## config.mk

```make
export PLATFORM = sky130hd
export DESIGN_NAME = adc_request_sequencer_unit
export DESIGN_NICKNAME = d
export VERILOG_FILES = /design/src/rtl/core/ars_pkg.sv /design/src/rtl/core/ars_ctrl.sv /design/src/rtl/core/ars_dp.sv /design/src/rtl/core/adc_request_sequencer_unit.sv
export SDC_FILE = /design/constraint.sdc
export NUM_CORES = 1
export LEC_CHECK = 0
export BUFFER_PORTS_ARGS = -buffer_cell sky130_fd_sc_hd__buf_2
export CORE_MARGIN = 2
export CORE_UTILIZATION = 55
export CTS_CLUSTER_DIAMETER = 120
export DETAILED_ROUTE_END_ITERATION = 10
export PLACE_DENSITY = 0.83
export SLEW_MARGIN = 20
export SYNTH_ARGS = -nofsm -noshare
export SYNTH_HDL_FRONTEND = slang
export SYNTH_HIERARCHICAL = 1
export SYNTH_SLANG_ARGS = --single-unit
```

## constraint.sdc

```tcl
create_clock -name clk -period 12.05 [get_ports clk]
set_input_delay 1.8075 -clock clk [delete_from_list [all_inputs] [get_ports clk]]
set_output_delay 1.8075 -clock clk [all_outputs]
set_load 0.01 [all_outputs]
```

## src/rtl/core/ars_pkg.sv

```systemverilog
`timescale 1ns / 1ps
// ----------------------------------------------------------------------------
// ars_pkg
// Shared types and constants of the ADC request sequencer.
// ----------------------------------------------------------------------------
package ars_pkg;

  localparam int CHANNELS_DEF = 16;

  // Stream widths
  localparam int IN_DATA_W  = 24;
  localparam int OUT_DATA_W = 48;
  localparam int TUSER_W    = 2;

  // Configuration port
  localparam int CFG_ADDR_W = 2;
  localparam int CFG_DATA_W = 16;

  localparam logic [CFG_ADDR_W-1:0] CFG_DIVIDER_MODE  = 2'd0;
  localparam logic [CFG_ADDR_W-1:0] CFG_TIME_SELECT   = 2'd1;
  localparam logic [CFG_ADDR_W-1:0] CFG_MUX_PRESENT   = 2'd2;
  localparam logic [CFG_ADDR_W-1:0] CFG_TIMEOUT_TICKS = 2'd3;

  localparam logic [2:0]  TIME_SELECT_RST   = 3'd2;
  localparam logic [15:0] TIMEOUT_TICKS_RST = 16'd1060;

  // Conversion constants
  localparam int READING_W = 28;
  localparam int PRODUCT_W = 26;
  localparam logic [9:0] CONV_SCALE = 10'd1000;
  localparam logic signed [READING_W-1:0] CODE_BASE      = 28'sd9216000;
  localparam logic signed [READING_W-1:0] OVERLOAD_VALUE = 28'sd100000000;
  localparam logic signed [READING_W-1:0] DIV16_BIAS     = 28'sd15;

  typedef enum logic [1:0] {
    REQ_CHANNEL = 2'd0,
    REQ_DONE    = 2'd1,
    REQ_TICK    = 2'd2
  } req_type_t;

  typedef enum logic [1:0] {
    KIND_READING = 2'd0,
    KIND_REJECT  = 2'd1,
    KIND_START   = 2'd2
  } result_kind_t;

  typedef enum logic [2:0] {
    ST_IDLE,
    ST_DECODE,
    ST_EMIT_REJ,
    ST_EMIT_ST,
    ST_MUL,
    ST_SUB,
    ST_EMIT_RD,
    ST_SCAN
  } ars_state_t;

  typedef struct packed {
    logic         load;
    logic         add_req;
    logic         start_req;
    logic         tick;
    logic         mul;
    logic         finish;
    logic         scan_step;
    logic         start_scan;
    logic         emit;
    result_kind_t emit_kind;
  } ars_cmd_t;

  typedef struct packed {
    logic [1:0] req_type;
    logic       reject;
    logic       dup;
    logic       active;
    logic       timeout_hit;
    logic       pending_nz;
    logic       scan_hit;
    logic       out_free;
  } ars_status_t;

endpackage

```

## src/rtl/core/ars_ctrl.sv

```systemverilog
`timescale 1ns / 1ps
// ----------------------------------------------------------------------------
// ars_ctrl
// Sequencer state machine: decodes each request and steps the datapath.
// ----------------------------------------------------------------------------
module ars_ctrl (
  input  logic                clk,
  input  logic                rst_n,
  input  logic                in_tvalid,
  output logic                in_tready,
  input  ars_pkg::ars_status_t status,
  output ars_pkg::ars_cmd_t    cmd
);
  import ars_pkg::*;

  ars_state_t state_r, state_nxt;

  always_ff @(posedge clk) begin
    if (!rst_n) begin
      state_r <= ST_IDLE;
    end else begin
      state_r <= state_nxt;
    end
  end

  // next state
  always_comb begin
    state_nxt = state_r;
    unique case (state_r)
      ST_IDLE: begin
        if (in_tvalid) state_nxt = ST_DECODE;
      end
      ST_DECODE: begin
        state_nxt = ST_IDLE;
        case (status.req_type)
          REQ_CHANNEL: begin
            if (status.reject) state_nxt = ST_EMIT_REJ;
            else if (!status.dup && !status.active) state_nxt = ST_EMIT_ST;
          end
          REQ_DONE: begin
            if (status.active) state_nxt = ST_MUL;
          end
          REQ_TICK: begin
            if (status.active && status.timeout_hit) state_nxt = ST_MUL;
          end
          default: state_nxt = ST_IDLE;
        endcase
      end
      ST_EMIT_REJ,
      ST_EMIT_ST: begin
        if (status.out_free) state_nxt = ST_IDLE;
      end
      ST_MUL: state_nxt = ST_SUB;
      ST_SUB: state_nxt = ST_EMIT_RD;
      ST_EMIT_RD: begin
        if (status.out_free) state_nxt = status.pending_nz ? ST_SCAN : ST_IDLE;
      end
      ST_SCAN: begin
        if (status.scan_hit) state_nxt = ST_EMIT_ST;
      end
      default: state_nxt = ST_IDLE;
    endcase
  end

  // outputs
  always_comb begin
    cmd       = '0;
    cmd.emit_kind = KIND_READING;
    in_tready = 1'b0;
    unique case (state_r)
      ST_IDLE: begin
        in_tready = 1'b1;
        cmd.load  = in_tvalid;
      end
      ST_DECODE: begin
        case (status.req_type)
          REQ_CHANNEL: begin
            cmd.add_req   = !status.reject && !status.dup;
            cmd.start_req = !status.reject && !status.dup && !status.active;
          end
          REQ_TICK: cmd.tick = status.active;
          default: cmd.tick = 1'b0;
        endcase
      end
      ST_EMIT_REJ: begin
        cmd.emit      = status.out_free;
        cmd.emit_kind = KIND_REJECT;
      end
      ST_EMIT_ST: begin
        cmd.emit      = status.out_free;
        cmd.emit_kind = KIND_START;
      end
      ST_MUL: cmd.mul = 1'b1;
      ST_SUB: cmd.finish = 1'b1;
      ST_EMIT_RD: begin
        cmd.emit      = status.out_free;
        cmd.emit_kind = KIND_READING;
      end
      ST_SCAN: begin
        cmd.start_scan = status.scan_hit;
        cmd.scan_step  = !status.scan_hit;
      end
      default: cmd = '0;
    endcase
  end

endmodule

```

## src/rtl/core/ars_dp.sv

```systemverilog
`timescale 1ns / 1ps
// ----------------------------------------------------------------------------
// ars_dp
// Sequencer datapath: request bitmap, timer, code conversion, result register.
// ----------------------------------------------------------------------------
module ars_dp #(
  parameter int CHANNELS = ars_pkg::CHANNELS_DEF
) (
  input  logic                             clk,
  input  logic                             rst_n,
  input  ars_pkg::ars_cmd_t                cmd,
  output ars_pkg::ars_status_t             status,
  input  logic [ars_pkg::TUSER_W-1:0]      in_tuser,
  input  logic [ars_pkg::IN_DATA_W-1:0]    in_tdata,
  input  logic                             cfg_we,
  input  logic [ars_pkg::CFG_ADDR_W-1:0]   cfg_addr,
  input  logic [ars_pkg::CFG_DATA_W-1:0]   cfg_wdata,
  output logic                             out_tvalid,
  input  logic                             out_tready,
  output logic [ars_pkg::OUT_DATA_W-1:0]   out_tdata,
  output logic [ars_pkg::TUSER_W-1:0]      out_tuser,
  output logic                             out_tlast
);
  import ars_pkg::*;

  localparam int CH_W = (CHANNELS > 1) ? $clog2(CHANNELS) : 1;
  localparam int PW   = $clog2(CHANNELS + 1);
  localparam logic [CH_W-1:0] LAST_CH = CH_W'(CHANNELS - 1);

  // configuration
  logic        divider_mode_r;
  logic [2:0]  time_select_r;
  logic        mux_present_r;
  logic [15:0] timeout_ticks_r;

  always_ff @(posedge clk) begin
    if (!rst_n) begin
      divider_mode_r  <= 1'b0;
      time_select_r   <= TIME_SELECT_RST;
      mux_present_r   <= 1'b0;
      timeout_ticks_r <= TIMEOUT_TICKS_RST;
    end else if (cfg_we) begin
      unique case (cfg_addr)
        CFG_DIVIDER_MODE:  divider_mode_r  <= cfg_wdata[0];
        CFG_TIME_SELECT:   time_select_r   <= cfg_wdata[2:0];
        CFG_MUX_PRESENT:   mux_present_r   <= cfg_wdata[0];
        CFG_TIMEOUT_TICKS: timeout_ticks_r <= cfg_wdata;
        default: ;
      endcase
    end
  end

  // captured request
  logic [1:0]  type_r;
  logic [7:0]  chan_r;
  logic [15:0] code_r;

  always_ff @(posedge clk) begin
    if (cmd.load) begin
      type_r <= in_tuser;
      chan_r <= in_tdata[7:0];
      code_r <= in_tdata[23:8];
    end
  end

  // sequencer state
  logic [CHANNELS-1:0] request_bits_r;
  logic [PW-1:0]       pending_r;
  logic                active_r;
  logic [CH_W-1:0]     active_ch_r;
  logic [15:0]         elapsed_r;
  logic [CH_W-1:0]     scan_ptr_r;
  logic [15:0]         elapsed_nxt;
  logic [CH_W-1:0]     req_idx;

  assign req_idx     = chan_r[CH_W-1:0];
  assign elapsed_nxt = (elapsed_r == 16'hFFFF) ? elapsed_r : elapsed_r + 16'd1;

  always_ff @(posedge clk) begin
    if (!rst_n) begin
      request_bits_r <= '0;
      pending_r      <= '0;
      active_r       <= 1'b0;
      active_ch_r    <= '0;
      elapsed_r      <= '0;
      scan_ptr_r     <= '0;
    end else begin
      if (cmd.add_req) begin
        request_bits_r[req_idx] <= 1'b1;
        pending_r               <= pending_r + PW'(1);
      end
      if (cmd.start_req) begin
        active_r    <= 1'b1;
        active_ch_r <= req_idx;
        elapsed_r   <= '0;
      end
      if (cmd.tick) elapsed_r <= elapsed_nxt;
      if (cmd.finish) begin
        request_bits_r[active_ch_r] <= 1'b0;
        if (pending_r != '0) pending_r <= pending_r - PW'(1);
        active_r   <= 1'b0;
        scan_ptr_r <= (active_ch_r == LAST_CH) ? '0 : active_ch_r + CH_W'(1);
      end
      if (cmd.scan_step) begin
        scan_ptr_r <= (scan_ptr_r == LAST_CH) ? '0 : scan_ptr_r + CH_W'(1);
      end
      if (cmd.start_scan) begin
        active_r    <= 1'b1;
        active_ch_r <= scan_ptr_r;
        elapsed_r   <= '0;
      end
    end
  end

  // conversion: code*1000, scale by 2^-T, subtract from base, optional /16
  localparam logic signed [READING_W-1:0] ZERO_READING = '0;

  logic [PRODUCT_W-1:0]          product_r;
  logic [PRODUCT_W-1:0]          shifted;
  logic signed [READING_W-1:0]   diff_r, diff_nxt;
  logic signed [READING_W-1:0]   reading_nxt;

  assign shifted  = product_r >> time_select_r;
  assign diff_nxt = CODE_BASE - $signed({2'b00, shifted});

  always_ff @(posedge clk) begin
    if (cmd.mul)    product_r <= PRODUCT_W'(code_r) * PRODUCT_W'(CONV_SCALE);
    if (cmd.finish) diff_r    <= diff_nxt;
  end

  // truncate toward zero on divide
  always_comb begin
    if (code_r == '0)        reading_nxt = OVERLOAD_VALUE;
    else if (divider_mode_r) reading_nxt =
        (diff_r + (diff_r[READING_W-1] ? DIV16_BIAS : ZERO_READING)) >>> 4;
    else                     reading_nxt = diff_r;
  end

  // result register
  logic                 out_valid_r;
  logic [1:0]           kind_r;
  logic [7:0]           och_r;
  logic [READING_W-1:0] reading_r;
  logic                 ovl_r;
  logic                 tmo_r;
  logic [3:0]           cw_r;
  logic                 last_r;
  logic                 out_free;

  assign out_free = !out_valid_r || out_tready;

  always_ff @(posedge clk) begin
    if (!rst_n) begin
      out_valid_r <= 1'b0;
    end else if (cmd.emit) begin
      out_valid_r <= 1'b1;
    end else if (out_tready) begin
      out_valid_r <= 1'b0;
    end
  end

  always_ff @(posedge clk) begin
    if (cmd.emit) begin
      kind_r    <= cmd.emit_kind;
      och_r     <= (cmd.emit_kind == KIND_REJECT) ? chan_r : 8'(active_ch_r);
      reading_r <= '0;
      ovl_r     <= 1'b0;
      tmo_r     <= 1'b0;
      cw_r      <= '0;
      last_r    <= 1'b1;
      case (cmd.emit_kind)
        KIND_READING: begin
          reading_r <= reading_nxt;
          ovl_r     <= (code_r == '0);
          tmo_r     <= (type_r == REQ_TICK);
          last_r    <= (pending_r == '0);
        end
        KIND_START: cw_r <= {divider_mode_r, time_select_r};
        default: ;
      endcase
    end
  end

  assign out_tvalid = out_valid_r;
  assign out_tuser  = kind_r;
  assign out_tlast  = last_r;
  assign out_tdata  = {6'd0, cw_r, tmo_r, ovl_r, reading_r, och_r};

  // status
  always_comb begin
    status             = '0;
    status.req_type    = type_r;
    status.reject      = (chan_r != 8'd0 && !mux_present_r) || (chan_r >= 8'(CHANNELS));
    status.dup         = request_bits_r[req_idx];
    status.active      = active_r;
    status.timeout_hit = (elapsed_nxt >= timeout_ticks_r);
    status.pending_nz  = (pending_r != '0);
    status.scan_hit    = request_bits_r[scan_ptr_r];
    status.out_free    = out_free;
  end

endmodule

```

## src/rtl/core/adc_request_sequencer_unit.sv

```systemverilog
`timescale 1ns / 1ps
// ----------------------------------------------------------------------------
// adc_request_sequencer_unit
// Multiplexed ADC measurement sequencer with round-robin channel scheduling.
// ----------------------------------------------------------------------------
// Order: a request is captured, then decoded; a reject or start result goes to
//   the result register once it has room. A done or timeout tick that ends the
//   active conversion runs the multiply and subtract steps, then emits the reading
//   and, while requests are pending, scans round-robin for the next start command,
//   one channel per cycle. Requests are taken only while the sequencer is idle.
// Reset: synchronous active-low rst_n clears the bitmap, counters and result
//   valid flag and restores the configuration defaults.
module adc_request_sequencer_unit #(
  parameter int CHANNELS = ars_pkg::CHANNELS_DEF
) (
  input  logic                           clk,
  input  logic                           rst_n,
  input  logic                           in_tvalid,
  output logic                           in_tready,
  input  logic [ars_pkg::IN_DATA_W-1:0]  in_tdata,   // channel[7:0], adc_code[23:8]
  input  logic [ars_pkg::TUSER_W-1:0]    in_tuser,   // req_type[1:0]
  output logic                           out_tvalid,
  input  logic                           out_tready,
  output logic [ars_pkg::OUT_DATA_W-1:0] out_tdata,  // out_channel[7:0], reading[35:8],
                                                     // overload[36], timed_out[37],
                                                     // control_word[41:38], zero[47:42]
  output logic [ars_pkg::TUSER_W-1:0]    out_tuser,  // result_kind[1:0]
  output logic                           out_tlast,
  input  logic                           cfg_we,
  input  logic [ars_pkg::CFG_ADDR_W-1:0] cfg_addr,
  input  logic [ars_pkg::CFG_DATA_W-1:0] cfg_wdata
);
  import ars_pkg::*;

  ars_cmd_t    cmd;
  ars_status_t status;

  ars_ctrl u_ctrl (
    .clk       (clk),
    .rst_n     (rst_n),
    .in_tvalid (in_tvalid),
    .in_tready (in_tready),
    .status    (status),
    .cmd       (cmd)
  );

  ars_dp #(
    .CHANNELS (CHANNELS)
  ) u_dp (
    .clk        (clk),
    .rst_n      (rst_n),
    .cmd        (cmd),
    .status     (status),
    .in_tuser   (in_tuser),
    .in_tdata   (in_tdata),
    .cfg_we     (cfg_we),
    .cfg_addr   (cfg_addr),
    .cfg_wdata  (cfg_wdata),
    .out_tvalid (out_tvalid),
    .out_tready (out_tready),
    .out_tdata  (out_tdata),
    .out_tuser  (out_tuser),
    .out_tlast  (out_tlast)
  );

  // a running conversion always has its own request pending
  a_active_pending: assert property (@(posedge clk) disable iff (!rst_n)
    status.active |-> status.pending_nz)
    else $error("active conversion with no pending request");

  // the scan only runs while some request is left
  a_scan_pending: assert property (@(posedge clk) disable iff (!rst_n)
    (cmd.scan_step || cmd.start_scan) |-> status.pending_nz)
    else $error("channel scan with empty bitmap");

  // one request at a time
  a_one_request: assert property (@(posedge clk) disable iff (!rst_n)
    (in_tvalid && in_tready) |=> !in_tready)
    else $error("request accepted while previous one in progress");

  // results only go out when the register has room
  a_emit_room: assert property (@(posedge clk) disable iff (!rst_n)
    cmd.emit |-> status.out_free)
    else $error("result written over a pending result");

endmodule
```

Yosys cells after proc, flatten, opt, wreduce, memory -nomap -nowiden
Index checks and enable logic that the tools add are counted.

Flip-flop bits (word level): 193. Word-level logic and storage cells: 156. Input port bits: 49.

Reduce and logical (&&, ||, !) cells: 36. Equality and inequality tests: 21. Bitwise operators: 5. $add $sub $neg: 7. $mul: 1. Shift-type cells: 1. $lt $le $gt $ge: 7. Muxes and demuxes: 52.

Operator list (number): 2-to-1 mux 16 bit (6); 2-to-1 mux 4 bit (8); adder 28 bit (1); 2-to-1 mux 28 bit (1); 2-to-1 mux 27 bit (1); 2-to-1 mux 3 bit (9); subtractor 24 x 26 -> 27 bit (first input constant) (1); right shift 26 x 3 -> 26 bit (1); multiplier 16 x 7 -> 23 bit (second input constant) (1); one-hot mux 3 bit (7 select lines) (1); one-hot mux 3 bit (3 select lines) (2); adder 16 x 1 -> 16 bit (second input constant) (1); AND 16 bit (1); equality test 16 bit (second input constant) (1); greater-or-equal comparator 16 bit (1); logical NOT 16 bit (1); NOT 16 bit (1); bitwise OR 16 bit (1); < comparator 4 x 5 -> 1 bit (second input constant) (3); 2-to-1 mux 5 bit (3); 2-to-1 mux 1 bit (14); equality test 3 bit (second input constant) (4); adder 4 x 1 -> 4 bit (second input constant) (2); binary-select mux 1 bit (select 4 bit) (2); 27 further kinds (63).

Longest topological paths before layout
Gate-level depths: netlist of run 1.

Depth in word-level cells: 12. Mapped depth: 17.

Cells and area by module
The synthesis of run 1 kept the hierarchy.

By module, submodules not included: ars_dp (cells each 1335, seq. area each 4994.8 sq um, area an instance 13490.4 sq um, times used 1); ars_ctrl (cells each 43, seq. area each 60.1 sq um, area an instance 355.3 sq um, times used 1).

Least setup slack after synthesis of run 1
Ideal clock, no wire load.

Kind: input -> register. Start point: in out_tready. End point: reg u_dp.cw_r[0], enable pin. Setup time: 0.464 ns. Setup slack: 7.279 ns. Buffers on the path: 1. Data arrival time: 4.307 ns. Stages: 4. Data required time: 11.586 ns. Path through: nand2b_1 > buf_4 > nand2_2 > a21oi_1.

RTL lines: start, declared (RTL line adc_request_sequencer_unit.sv:23) `input logic out_tready,`; end signal, assigned (RTL line ars_dp.sv:178) `KIND_START: cw_r <= {divider_mode_r, time_select_r};`; end, declared (RTL line ars_dp.sv:146) `logic [3:0] cw_r;`.

Worst setup path after layout of run 1
Start point: reg u_dp.code_r[4]. End point: reg u_dp.product_r[25], data pin.

Cells in the longest elaborated chain, start to end: 1.

Ends and longest elaborated chain: start, declared (RTL line ars_dp.sv:56) `logic [15:0] code_r;`; start signal, assigned (RTL line ars_dp.sv:62) `code_r <= in_tdata[23:8];`; multiplier 16 x 7 -> 23 bit (RTL line ars_dp.sv:127) `if (cmd.mul) product_r <= PRODUCT_W'(code_r) * PRODUCT_W'(CONV_SCALE);`; end signal, assigned (RTL line ars_dp.sv:127); end, declared (RTL line ars_dp.sv:118) `logic [PRODUCT_W-1:0] product_r;`.

No other way between the ends. A chain may end at the register's enable or synchronous reset.

==> results of run 1 <==
[cells in the final DEF, fill, tap and decap left out, types with 24 or more instances in the layout]
cell / n
xor2_1: 31
nor2_1: 98
edfxtp_1: 121
xnor2_1: 35
mux2i_1: 34
mux4_2: 27
nor2b_1: 24
dfxtp_1: 70
nand3_1: 44
ha_1: 89
a21oi_1: 75
and2_1: 25
buf_2: 95
fa_1: 54
inv_1: 115
o21ai_0: 36
nand2_1: 127
[state kept, by name, summed over array words and instances, names as in the netlist, 16 cells and up]
name                  flops
u_dp/reading_r           28
u_dp/diff_r              27
u_dp/product_r           23
u_dp/code_r              16
u_dp/elapsed_r           16
u_dp/request_bits_r      16
u_dp/timeout_ticks_r     16
[power by group through the flow]
| stage | logic (µW) | clock network, µW | registers (µW) |
|---|---|---|---|
| 6_report | 873 | 551 | 775 |
| 5_1_grt | 988 | 591 | 776 |
| 4_1_cts | 865 | 562 | 774 |
| 3_5_place_dp | 841 | 0 | 789 |
| 3_3_place_gp | 807 | 0 | 788 |
| 2_1_floorplan | 686 | 0 | 784 |
[layer usage]
| layer | vias to the layer above | routed length [µm] |
|---|---|---|
| met5 | - | 0 |
| li1 | 5027 | - |
| met3 | 50 | 1530 |
| met2 | 338 | 13900 |
| met1 | 4990 | 12800 |
| met4 | 0 | 554 |
[how the worst max path moves through the flow]
stage                                   startpoint                           end  depth (start not counted)  slack (ns)
after global placement    u_dp/code_r[2]$_DFFE_PP_  u_dp/product_r[25]$_DFFE_PP_                         14        7.28
after detailed placement  u_dp/code_r[2]$_DFFE_PP_  u_dp/product_r[25]$_DFFE_PP_                         14        7.15
after CTS                 u_dp/code_r[4]$_DFFE_PP_  u_dp/product_r[25]$_DFFE_PP_                         14        7.08
final                     u_dp/code_r[4]$_DFFE_PP_  u_dp/product_r[25]$_DFFE_PP_                         14        7.05
after global routing      u_dp/code_r[4]$_DFFE_PP_  u_dp/product_r[25]$_DFFE_PP_                         14        6.86
after floorplan                         out_tready    u_dp/cw_r[0]$_SDFFCE_PP0P_                          4        7.28
[cells by family (layout without fill, tap and decap cells)]
family | count (synthesis) | in the layout | share of synthesized area [%]
fa+ha+maj | 143 | 143 | 15.9
xor+xnor | 66 | 66 | 4.17
flops | 192 | 192 | 36.5
other cells | 1 | 6 | 0.0271
mux | 79 | 79 | 8.46
buf+inv | 180 | 252 | 5.62
compound gates | 260 | 260 | 12.6
simple gates | 457 | 457 | 16.7
[critical path: cells and delay by family (launching register included)]
family                     cells  cell delay, ns
AOI/OAI and AO/OA              5            1.36
xor gates and xnor gates       1            0.12
and+or+nand+nor                1            0.25
buffers and inverters          2            0.28
adders and majority gates      5            2.26
DFF                            1            0.47
[final cells by class]
cell class / count / area (µm²)
multi-input cells: 1011 / 8060
clock inverters: 14 / 148
fillers: 2002 / 9880
clock buffers: 18 / 430
well taps: 330 / 413
repair buffers: 105 / 551
inverters: 115 / 432
flip-flops and latches: 192 / 5060
[through the flow]
step / instance area [µm²] / std cells
global route: 15100 / 1785
global placement: 14500 / 1753
detailed placement: 14500 / 1753
floorplan: 13900 / 1383
finish: 15100 / 1785
CTS: 15100 / 1785
==> results.json, run 1 <==
{
  "status": "completed",
  "cp.required_ns": 12.24,
  "fin_crit_ns": 5.00,
  "synthTopCellsByCount": "nand2_1 (127), edfxtp_1 (121), inv_1 (115)",
  "yosysTopAreaCellShare_pct": 26.2,
  "grt_pass1_wl_um": 48300,
  "ctsRootBufferMaster": "clkbuf_16",
  "final_util_pct": 60.4,
  "reg2reg_slack_ns": 7.05,
  "cts_tree": "done",
  "period_share_pct": 41.5,
  "synth_area_leaders": "edfxtp_1 (26%), dfxtp_1 (10%), ha_1 (8.0%), fa_1 (7.8%), mux4_2 (4.4%)",
  "finalSetupViolCount": 0,
  "setup.worst_path.class": "flop to flop",
  "synthToLayoutAreaGrowth_pct": 8.95,
  "cts_num_sinks": 192,
  "syn_area_mm2": 0.0138,
  "p_comb_share_pct": 39.7,
  "min_from": "u_dp/timeout_ticks_r[3]$_SDFFE_PN0P_",
  "ir_worst_vdd_mv": 0.108,
  "whs_ns": 0.475,
  "die_x_um": 163,
  "p_leak_uw": 0.00601,
  "synth.most_common_cell": "nand2_1",
  "setup_ws_ns": 7.05,
  "seqPwrFrac_pct": 35.2,
  "insertion_delay_ns": 0.45,
  "worstPathArrival_ns": 5.19,
  "cp-end-kind": "flop",
  "rows": 58,
  "worst_pin_slew_ns": 1.03,
  "ys.flop_type": "edfxtp_1",
  "ioPinCount": 102,
  "slew_violations": 0,
  "holdPathStages": 2,
  "start_kind": "flop",
  "tns_ns": 0,
  "cts-resized-gates": 0,
  "reg2reg_to": "u_dp/product_r[25]$_DFFE_PP_",
  "synthCells": 1378,
  "intPower_uw": 1430,
  "antenna_found_initial": 0,
  "first_pass_iters": 5,
  "final-hold-violation-count": 0,
  "hold_path.class": "flop to flop",
  "drt_iter0_markers": 771,
  "clkSlewWorstSetupHoldPaths_ns": 0.08,
  "holdBufCountCts": 0,
  "fin_nets": 1634,
  "fp.dieArea_mm2": 0.0265,
  "cts_buffer_depth": 2,
  "ant_nets": 0,
  "pre_cts_ws_ns": 7.15,
  "r2r-start": "u_dp/code_r[4]$_DFFE_PP_",
  "wl_um": 28800,
  "first_global_vias": 10100,
  "drv_cap": 0,
  "post_cts.repair.setup_buffers": 0,
  "grt_max_degree": 60,
  "critPathMaxFanout": 5,
  "gp_congestion": 0.934,
  "drc": 0,
  "ys_seq_elements": 192,
  "clock-skew-final_ns": 0.0141,
  "portBuffers": 95,
  "yosys_warnings": 6,
  "clock.fmax_ghz": 0.200,
  "vias_per_cell": 5.83,
  "grt_use_total_pct": 22.5,
  "max_stage_delay_ns": 0.55,
  "use_met1_pct": 30.1,
  "detail_route.wl_per_cell_um": 16.1,
  "syn_avg_cell_area_um2": 10.0,
  "switching_power_uw": 766,
  "clkPwrFrac_pct": 25.1,
  "slew_headroom_pct": 30.9,
  "diodes": 0,
  "met2_usage_pct": 37.9,
  "start_util_pct": 55.5,
  "cp_slowest_cell": "fa_1",
  "crit_path_frequent_cell": "fa_1",
  "seq_area_frac_synth_pct": 36.5,
  "rsz0062_at_grt": "false",
  "grt_overflow_total": 0,
  "die_h_um": 163,
  "total_power_uw": 2200,
  "synth_top_area_cell": "edfxtp_1",
  "vias": 10400,
  "p_per_area_mw_per_mm2": 146,
  "grt_use_met3_pct": 3.39,
  "switching_share_pct": 34.8,
  "hold_end": "u_dp/timeout_ticks_r[3]$_SDFFE_PN0P_",
  "htreeDepth": 4,
  "synthArstFlopShare_pct": 0,
  "crit_chain": "inv_1 > fa_1 > fa_1 > fa_1 > fa_1 > inv_1 > ha_1 > nor4_1 > o21ai_0 > a41oi_1 > o221ai_1 > o21a_1 > o221a_2 > xnor2_1",
  "yosysUniqueCellTypes": 90,
  "detailed_place_hpwl_um": 21400,
  "cts-buffers-inserted": 17,
  "grt.busiest_layer": "met2",
  "r2r.worst_path.cells": 14,
  "layout-drive-gt1-share_pct": 14.7,
  "core_mm2": 0.0250,
  "synth_enable_flop_cells": 121
}
No activity file was read; power rests on OpenSTA's default activity.
==> run 2: changes to the inputs <==
--- a/config.mk
+++ b/config.mk
@@ -10,7 +10,7 @@
 export CORE_UTILIZATION = 55
 export CTS_CLUSTER_DIAMETER = 120
 export DETAILED_ROUTE_END_ITERATION = 10
-export PLACE_DENSITY = 0.83
+export PLACE_DENSITY = 0.86
 export SLEW_MARGIN = 20
 export SYNTH_ARGS = -nofsm -noshare
 export SYNTH_HDL_FRONTEND = slang
==> constraint.sdc (replaced) <==
create_clock -name clk -period 4 [get_ports clk]
set_input_delay 0.6 -clock clk [delete_from_list [all_inputs] [get_ports clk]]
set_output_delay 0.6 -clock clk [all_outputs]
set_load 0.01 [all_outputs]
==> results.json, run 2 (synthesis gave the netlist of run 1 again) <==
{
  "p_per_area_mw_per_mm2": 490,
  "cp-end-kind": "flop",
  "die_h_um": 163,
  "detail_route.wl_per_cell_um": 16.0,
  "start_util_pct": 55.5,
  "layout_commonest_cell": "nand2_1",
  "total_power_uw": 7760,
  "worst_pin_slew_ns": 0.856,
  "p_leak_uw": 0.00636,
  "violations": "negative setup slack",
  "top_regs": "u_dp/reading_r x28, u_dp/diff_r x27, u_dp/product_r x23",
  "cp.required_ns": 4.19,
  "ctsRootBufferMaster": "clkbuf_16",
  "detailed_place_hpwl_um": 22000,
  "cts_buffer_depth": 2,
  "largest-register": "u_dp/reading_r",
  "drv_cap": 0,
  "ir_worst_vdd_mv": 0.420,
  "setup_ws_ns": -0.395,
  "grt_max_degree": 59,
  "tns_ns": -1.82,
  "clock-skew-final_ns": 0.0129,
  "start_kind": "flop",
  "drt_iter0_markers": 793,
  "rows": 58,
  "antenna_found_initial": 0,
  "clkPwrFrac_pct": 20.2,
  "seqPwrFrac_pct": 30.0,
  "period_share_pct": 110,
  "switching_share_pct": 35.2,
  "slew_violations": 0,
  "wl_um": 29700,
  "die_x_um": 163,
  "synthToLayoutAreaGrowth_pct": 14.4,
  "htreeDepth": 4,
  "first_global_vias": 10300,
  "gp_congestion": 0.885,
  "cts_tree": "done",
  "vias": 10600,
  "hold_path.class": "input port to flop",
  "cts-buffers-inserted": 17,
  "finalSetupViolCount": 9,
  "fin_crit_ns": 4.40,
  "first_pass_iters": 5,
  "largest_reg_flops": 28,
  "fin_nets": 1707,
  "slew_headroom_pct": 42.7,
  "grt_use_total_pct": 22.8,
  "grt_pass1_wl_um": 48700,
  "grt_overflow_total": 0,
  "cts_num_sinks": 192,
  "clkSlewWorstSetupHoldPaths_ns": 0.07,
  "final_cell_mix": "nand2_1 (127), edfxtp_1 (121), inv_1 (102)",
  "rsz0062_at_grt": "true",
  "portBuffers": 95,
  "drc": 0,
  "ioPinCount": 102,
  "core_mm2": 0.0250,
  "setup.worst_path.class": "flop to flop",
  "diodes": 0,
  "clock.fmax_ghz": 0.228,
  "layout-drive-gt1-share_pct": 21.5,
  "insertion_delay_ns": 0.44,
  "vias_per_cell": 5.71,
  "fp.dieArea_mm2": 0.0265,
  "critPathMaxFanout": 3,
  "ant_nets": 0,
  "intPower_uw": 5030,
  "final-hold-violation-count": 0,
  "switching_power_uw": 2730,
  "p_comb_share_pct": 49.8,
  "worstPathArrival_ns": 4.59,
  "status": "finished with violations"
}
==> run 2: power groups by stage <==
stage               combinational [µW]  clock [µW]  sequential [µW]
floorplan                         2340           0             2360
global placement                  3110           0             2370
detailed placement                3290           0             2380
CTS                               3620        1590             2330
global route                      4240        1660             2330
finish                            3860        1560             2330
==> run 2: final timing paths <==
check,depth (start not counted),startpoint,slack [ns],endpoint
hold reg to reg,2,u_dp/timeout_ticks_r[6]$_SDFFE_PN0P_,0.47,u_dp/timeout_ticks_r[6]$_SDFFE_PN0P_
setup reg to reg,14,u_dp/code_r[2]$_DFFE_PP_,-0.40,u_dp/product_r[25]$_DFFE_PP_
setup / recovery,14,u_dp/code_r[2]$_DFFE_PP_,-0.40,u_dp/product_r[25]$_DFFE_PP_
hold / removal,1,in_tdata[16],0.33,u_dp/code_r[8]$_DFFE_PP_
==> run 2: routing by layer <==
layer / track usage, % / vias up / routed length (µm) / part of all wire [%]
met1: 29.4 / 5028 / 12700 / 43
li1: - / 5164 / - / -
met2: 39.4 / 358 / 14700 / 49
met3: 3.26 / 66 / 1570 / 5.3
met5: 0 / - / 0 / 0
met4: 7.84 / 0 / 766 / 2.6
==> run 2: worst max-delay path, stage by stage, from the launching register on <==
cell and delay, ns:
edfxtp_1 0.42, inv_2 0.09, fa_1 0.57, fa_1 0.43
fa_1 0.49, inv_1 0.05, fa_1 0.53, ha_4 0.22
o211ai_1 0.19, nand2_1 0.12, a41oi_2 0.30, o221ai_2 0.18
o21a_1 0.22, o221a_2 0.24, xnor2_1 0.12
==> run 2: stage by stage <==
stage | util [%] | setup slack, ns | instances | cell area (µm²) | hold slack, ns
detailed placement | 60.5 | -0.408 | 1815 | 15100 | 0.459
global placement | 60.5 | -0.195 | 1815 | 15100 | 0.455
global route | 63.4 | -0.485 | 1858 | 15800 | 0.310
finish | 63.4 | -0.395 | 1858 | 15800 | 0.327
CTS | 63.1 | -0.328 | 1854 | 15800 | 0.313
floorplan | - | -0.192 | 1383 | 14000 | 0.443
==> run 2: what timing repair did <==
item,CTS,global route
resized for setup,16,11
buffers inserted,7,4
hold buffers,0,0
pin swaps,9,11
setup endpoints to repair,10,14
==> run 2: final cells by class <==
type                       count  area [µm²]
fill                        1897        9130
multi-input combinational   1011        8280
sequential                   192        5060
timing repair buffer         178        1110
clock buffer                  19         433
inverter                     115         432
tap                          330         413
clock inverter                13         106
==> run 3: changes to the inputs <==
--- a/config.mk
+++ b/config.mk
@@ -5,6 +5,7 @@
 export SDC_FILE = /design/constraint.sdc
 export NUM_CORES = 1
 export LEC_CHECK = 0
+export ABC_AREA = 1
 export BUFFER_PORTS_ARGS = -buffer_cell sky130_fd_sc_hd__buf_2
 export CORE_MARGIN = 2
 export CORE_UTILIZATION = 55
==> results.json, run 3 <==
{
  "seq_area_frac_synth_pct": 35.3,
  "synthArstFlopShare_pct": 0,
  "hold_path.class": "input port to flop",
  "ioPinCount": 102,
  "p_per_area_mw_per_mm2": 541,
  "layout-drive-gt1-share_pct": 20.1,
  "top_layer": "met4",
  "setup_ws_ns": -0.269,
  "reg2reg_to": "u_dp/product_r[25]$_DFFE_PP_",
  "largest_reg_flops": 28,
  "reg2reg_slack_ns": -0.27,
  "worst_pin_slew_ns": 0.806,
  "synth.most_common_cell": "nand2_1",
  "final_cell_mix": "nand2_1 (369), inv_1 (219), nor2_1 (137)",
  "total_power_uw": 8960,
  "detailed_place_hpwl_um": 25600,
  "status": "finished with violations",
  "met3_wirelength_um": 2170,
  "cts_tree": "done",
  "antenna_found_initial": 3,
  "vias": 12800,
  "slew_headroom_pct": 46.1,
  "die_x_um": 165,
  "start_util_pct": 55.4,
  "cts-buffers-inserted": 17,
  "cp-end-kind": "flop",
  "synth_top_area_cell": "edfxtp_1",
  "endpoint": "u_dp/product_r[25]$_DFFE_PP_",
  "ctsRootBufferMaster": "clkbuf_16",
  "period_share_pct": 107,
  "r2r.worst_path.cells": 14,
  "cts_num_sinks": 192,
  "htreeDepth": 4,
  "grt_overflow_total": 0,
  "final_util_pct": 64.1,
  "route.met2.wl_um": 17900,
  "clock.fmax_ghz": 0.234,
  "setup.worst_path.class": "flop to flop",
  "first_global_vias": 12100,
  "start_kind": "flop",
  "drt-met1-wl_um": 14400,
  "die_h_um": 165,
  "yosysUniqueCellTypes": 54,
  "rows": 59,
  "critPathMaxFanout": 4,
  "grt_pass1_wl_um": 56000,
  "syn_area_mm2": 0.0143,
  "holdBufCountCts": 0,
  "layout_commonest_cell": "nand2_1",
  "yosysTopAreaCellShare_pct": 25.4,
  "fin_crit_ns": 4.27,
  "violations": "negative setup slack",
  "gp_congestion": 0.943,
  "ys_seq_elements": 192,
  "insertion_delay_ns": 0.45,
  "p_leak_uw": 0.00730,
  "whs_ns": 0.324,
  "fp.dieArea_mm2": 0.0273,
  "wl_um": 35800,
  "min_from": "in_tuser[0]",
  "core_mm2": 0.0258,
  "synth_area_leaders": "edfxtp_1 (25%), nand2_1 (10%), dfxtp_1 (9.9%), ha_1 (7.8%), fa_1 (7.5%)",
  "r2r-start": "u_dp/code_r[8]$_DFFE_PP_",
  "detail_route.wl_per_cell_um": 15.7,
  "ant_nets": 0,
  "fin_nets": 2124,
  "cp.required_ns": 4.18,
  "synth_enable_flop_cells": 121,
  "top_regs": "u_dp/reading_r x28, u_dp/diff_r x27, u_dp/product_r x23",
  "cts_buffer_depth": 2,
  "portBuffers": 95,
  "ir_worst_vdd_mv": 0.525,
  "grt_max_degree": 43,
  "first_pass_iters": 8,
  "clkSlewWorstSetupHoldPaths_ns": 0.08,
  "yosys_warnings": 6,
  "grt_use_total_pct": 25.5,
  "clock-skew-final_ns": 0.0186,
  "tns_ns": -1.30,
  "synthCells": 1788,
  "final-hold-violation-count": 0,
  "worstPathArrival_ns": 4.45,
  "vias_per_cell": 5.59,
  "finalSetupViolCount": 11,
  "slew_violations": 0,
  "critPathLaunch": "u_dp/code_r[8]$_DFFE_PP_",
  "drt_iter0_markers": 1197,
  "synthToLayoutAreaGrowth_pct": 15.7,
  "syn_avg_cell_area_um2": 8.01,
  "drc": 0,
  "ys.flop_type": "edfxtp_1",
  "synthTopCellsByCount": "nand2_1 (386), inv_1 (236), nor2_1 (148)",
  "holdPathStages": 1,
  "rsz0062_at_grt": "true",
  "largest-register": "u_dp/reading_r",
  "drv_cap": 0
}
-- run 3: critical path: stages (launching register included) --
cell and delay, ns:
edfxtp_1 0.40, inv_2 0.12, buf_4 0.13, fa_2 0.45, fa_2 0.56, fa_2 0.46, fa_1 0.43, inv_1 0.12
ha_4 0.23, a21o_1 0.23, a21oi_2 0.19, nor2_1 0.07, a211oi_1 0.31, o21ai_1 0.14, xor2_1 0.17
-- run 3: worst min path at each step --
stage                                      endpoint  slack (ns)
4_1_cts                    u_dp/chan_r[5]$_DFFE_PP_        0.32
5_1_grt                    u_dp/chan_r[5]$_DFFE_PP_        0.31
3_5_place_dp   u_dp/timeout_ticks_r[1]$_SDFFE_PN0P_        0.45
6_report                   u_dp/type_r[0]$_DFFE_PP_        0.32
2_1_floorplan       u_dp/mux_present_r$_SDFFE_PN0P_        0.43
3_3_place_gp           u_dp/pending_r[4]$_SDFF_PN0_        0.45
-- run 3: metrics by stage --
step	cells	instance area [µm²]	setup slack, ns
global placement	2229	15400	-0.0815
CTS	2268	16200	-0.0169
floorplan	1793	14300	0.00182
detailed placement	2229	15400	-0.187
finish	2283	16600	-0.269
global route	2281	16600	-0.417
-- run 3: final cells by class --
type,instances,area (µm²)
timing repair buffer,177,1140
fill,2068,9270
multi-input combinational,1294,8420
tap,335,419
clock inverter,8,73.8
clock buffer,24,504
inverter,250,951
sequential,192,5050
antenna,3,7.51
-- run 3: timing repair --
item | CTS | global route
endpoints found under the setup margin | 11 | 12
endpoints found under the hold margin | 0 | 0
gates resized for setup | 38 | 63
gates cloned | 0 | 0
pin swaps | 19 | 35
buffers inserted | 7 | 11
-- run 3: cells by family after synthesis --
logic type | synth area share (%)
flip-flops | 35.3
other | 0.0262
AO/OA/AOI/OAI | 11.0
AND/OR/NAND/NOR | 25.8
XOR/XNOR | 3.42
multiplexers | 0.0786
adder cells (fa/ha/maj) | 15.3
buffers and inverters | 9.06
-- run 3: report_power, final --
group,internal (µW),switching [µW]
clock,900,756
sequential,2310,24.1
combinational,2210,2760
-- run 3: layer usage --
layer / track usage [%] / vias up
met1: 31.7 / 5936
met3: 3.55 / 131
met5: 0 / -
li1: - / 6174
met4: 11.0 / 0
met2: 44.5 / 517
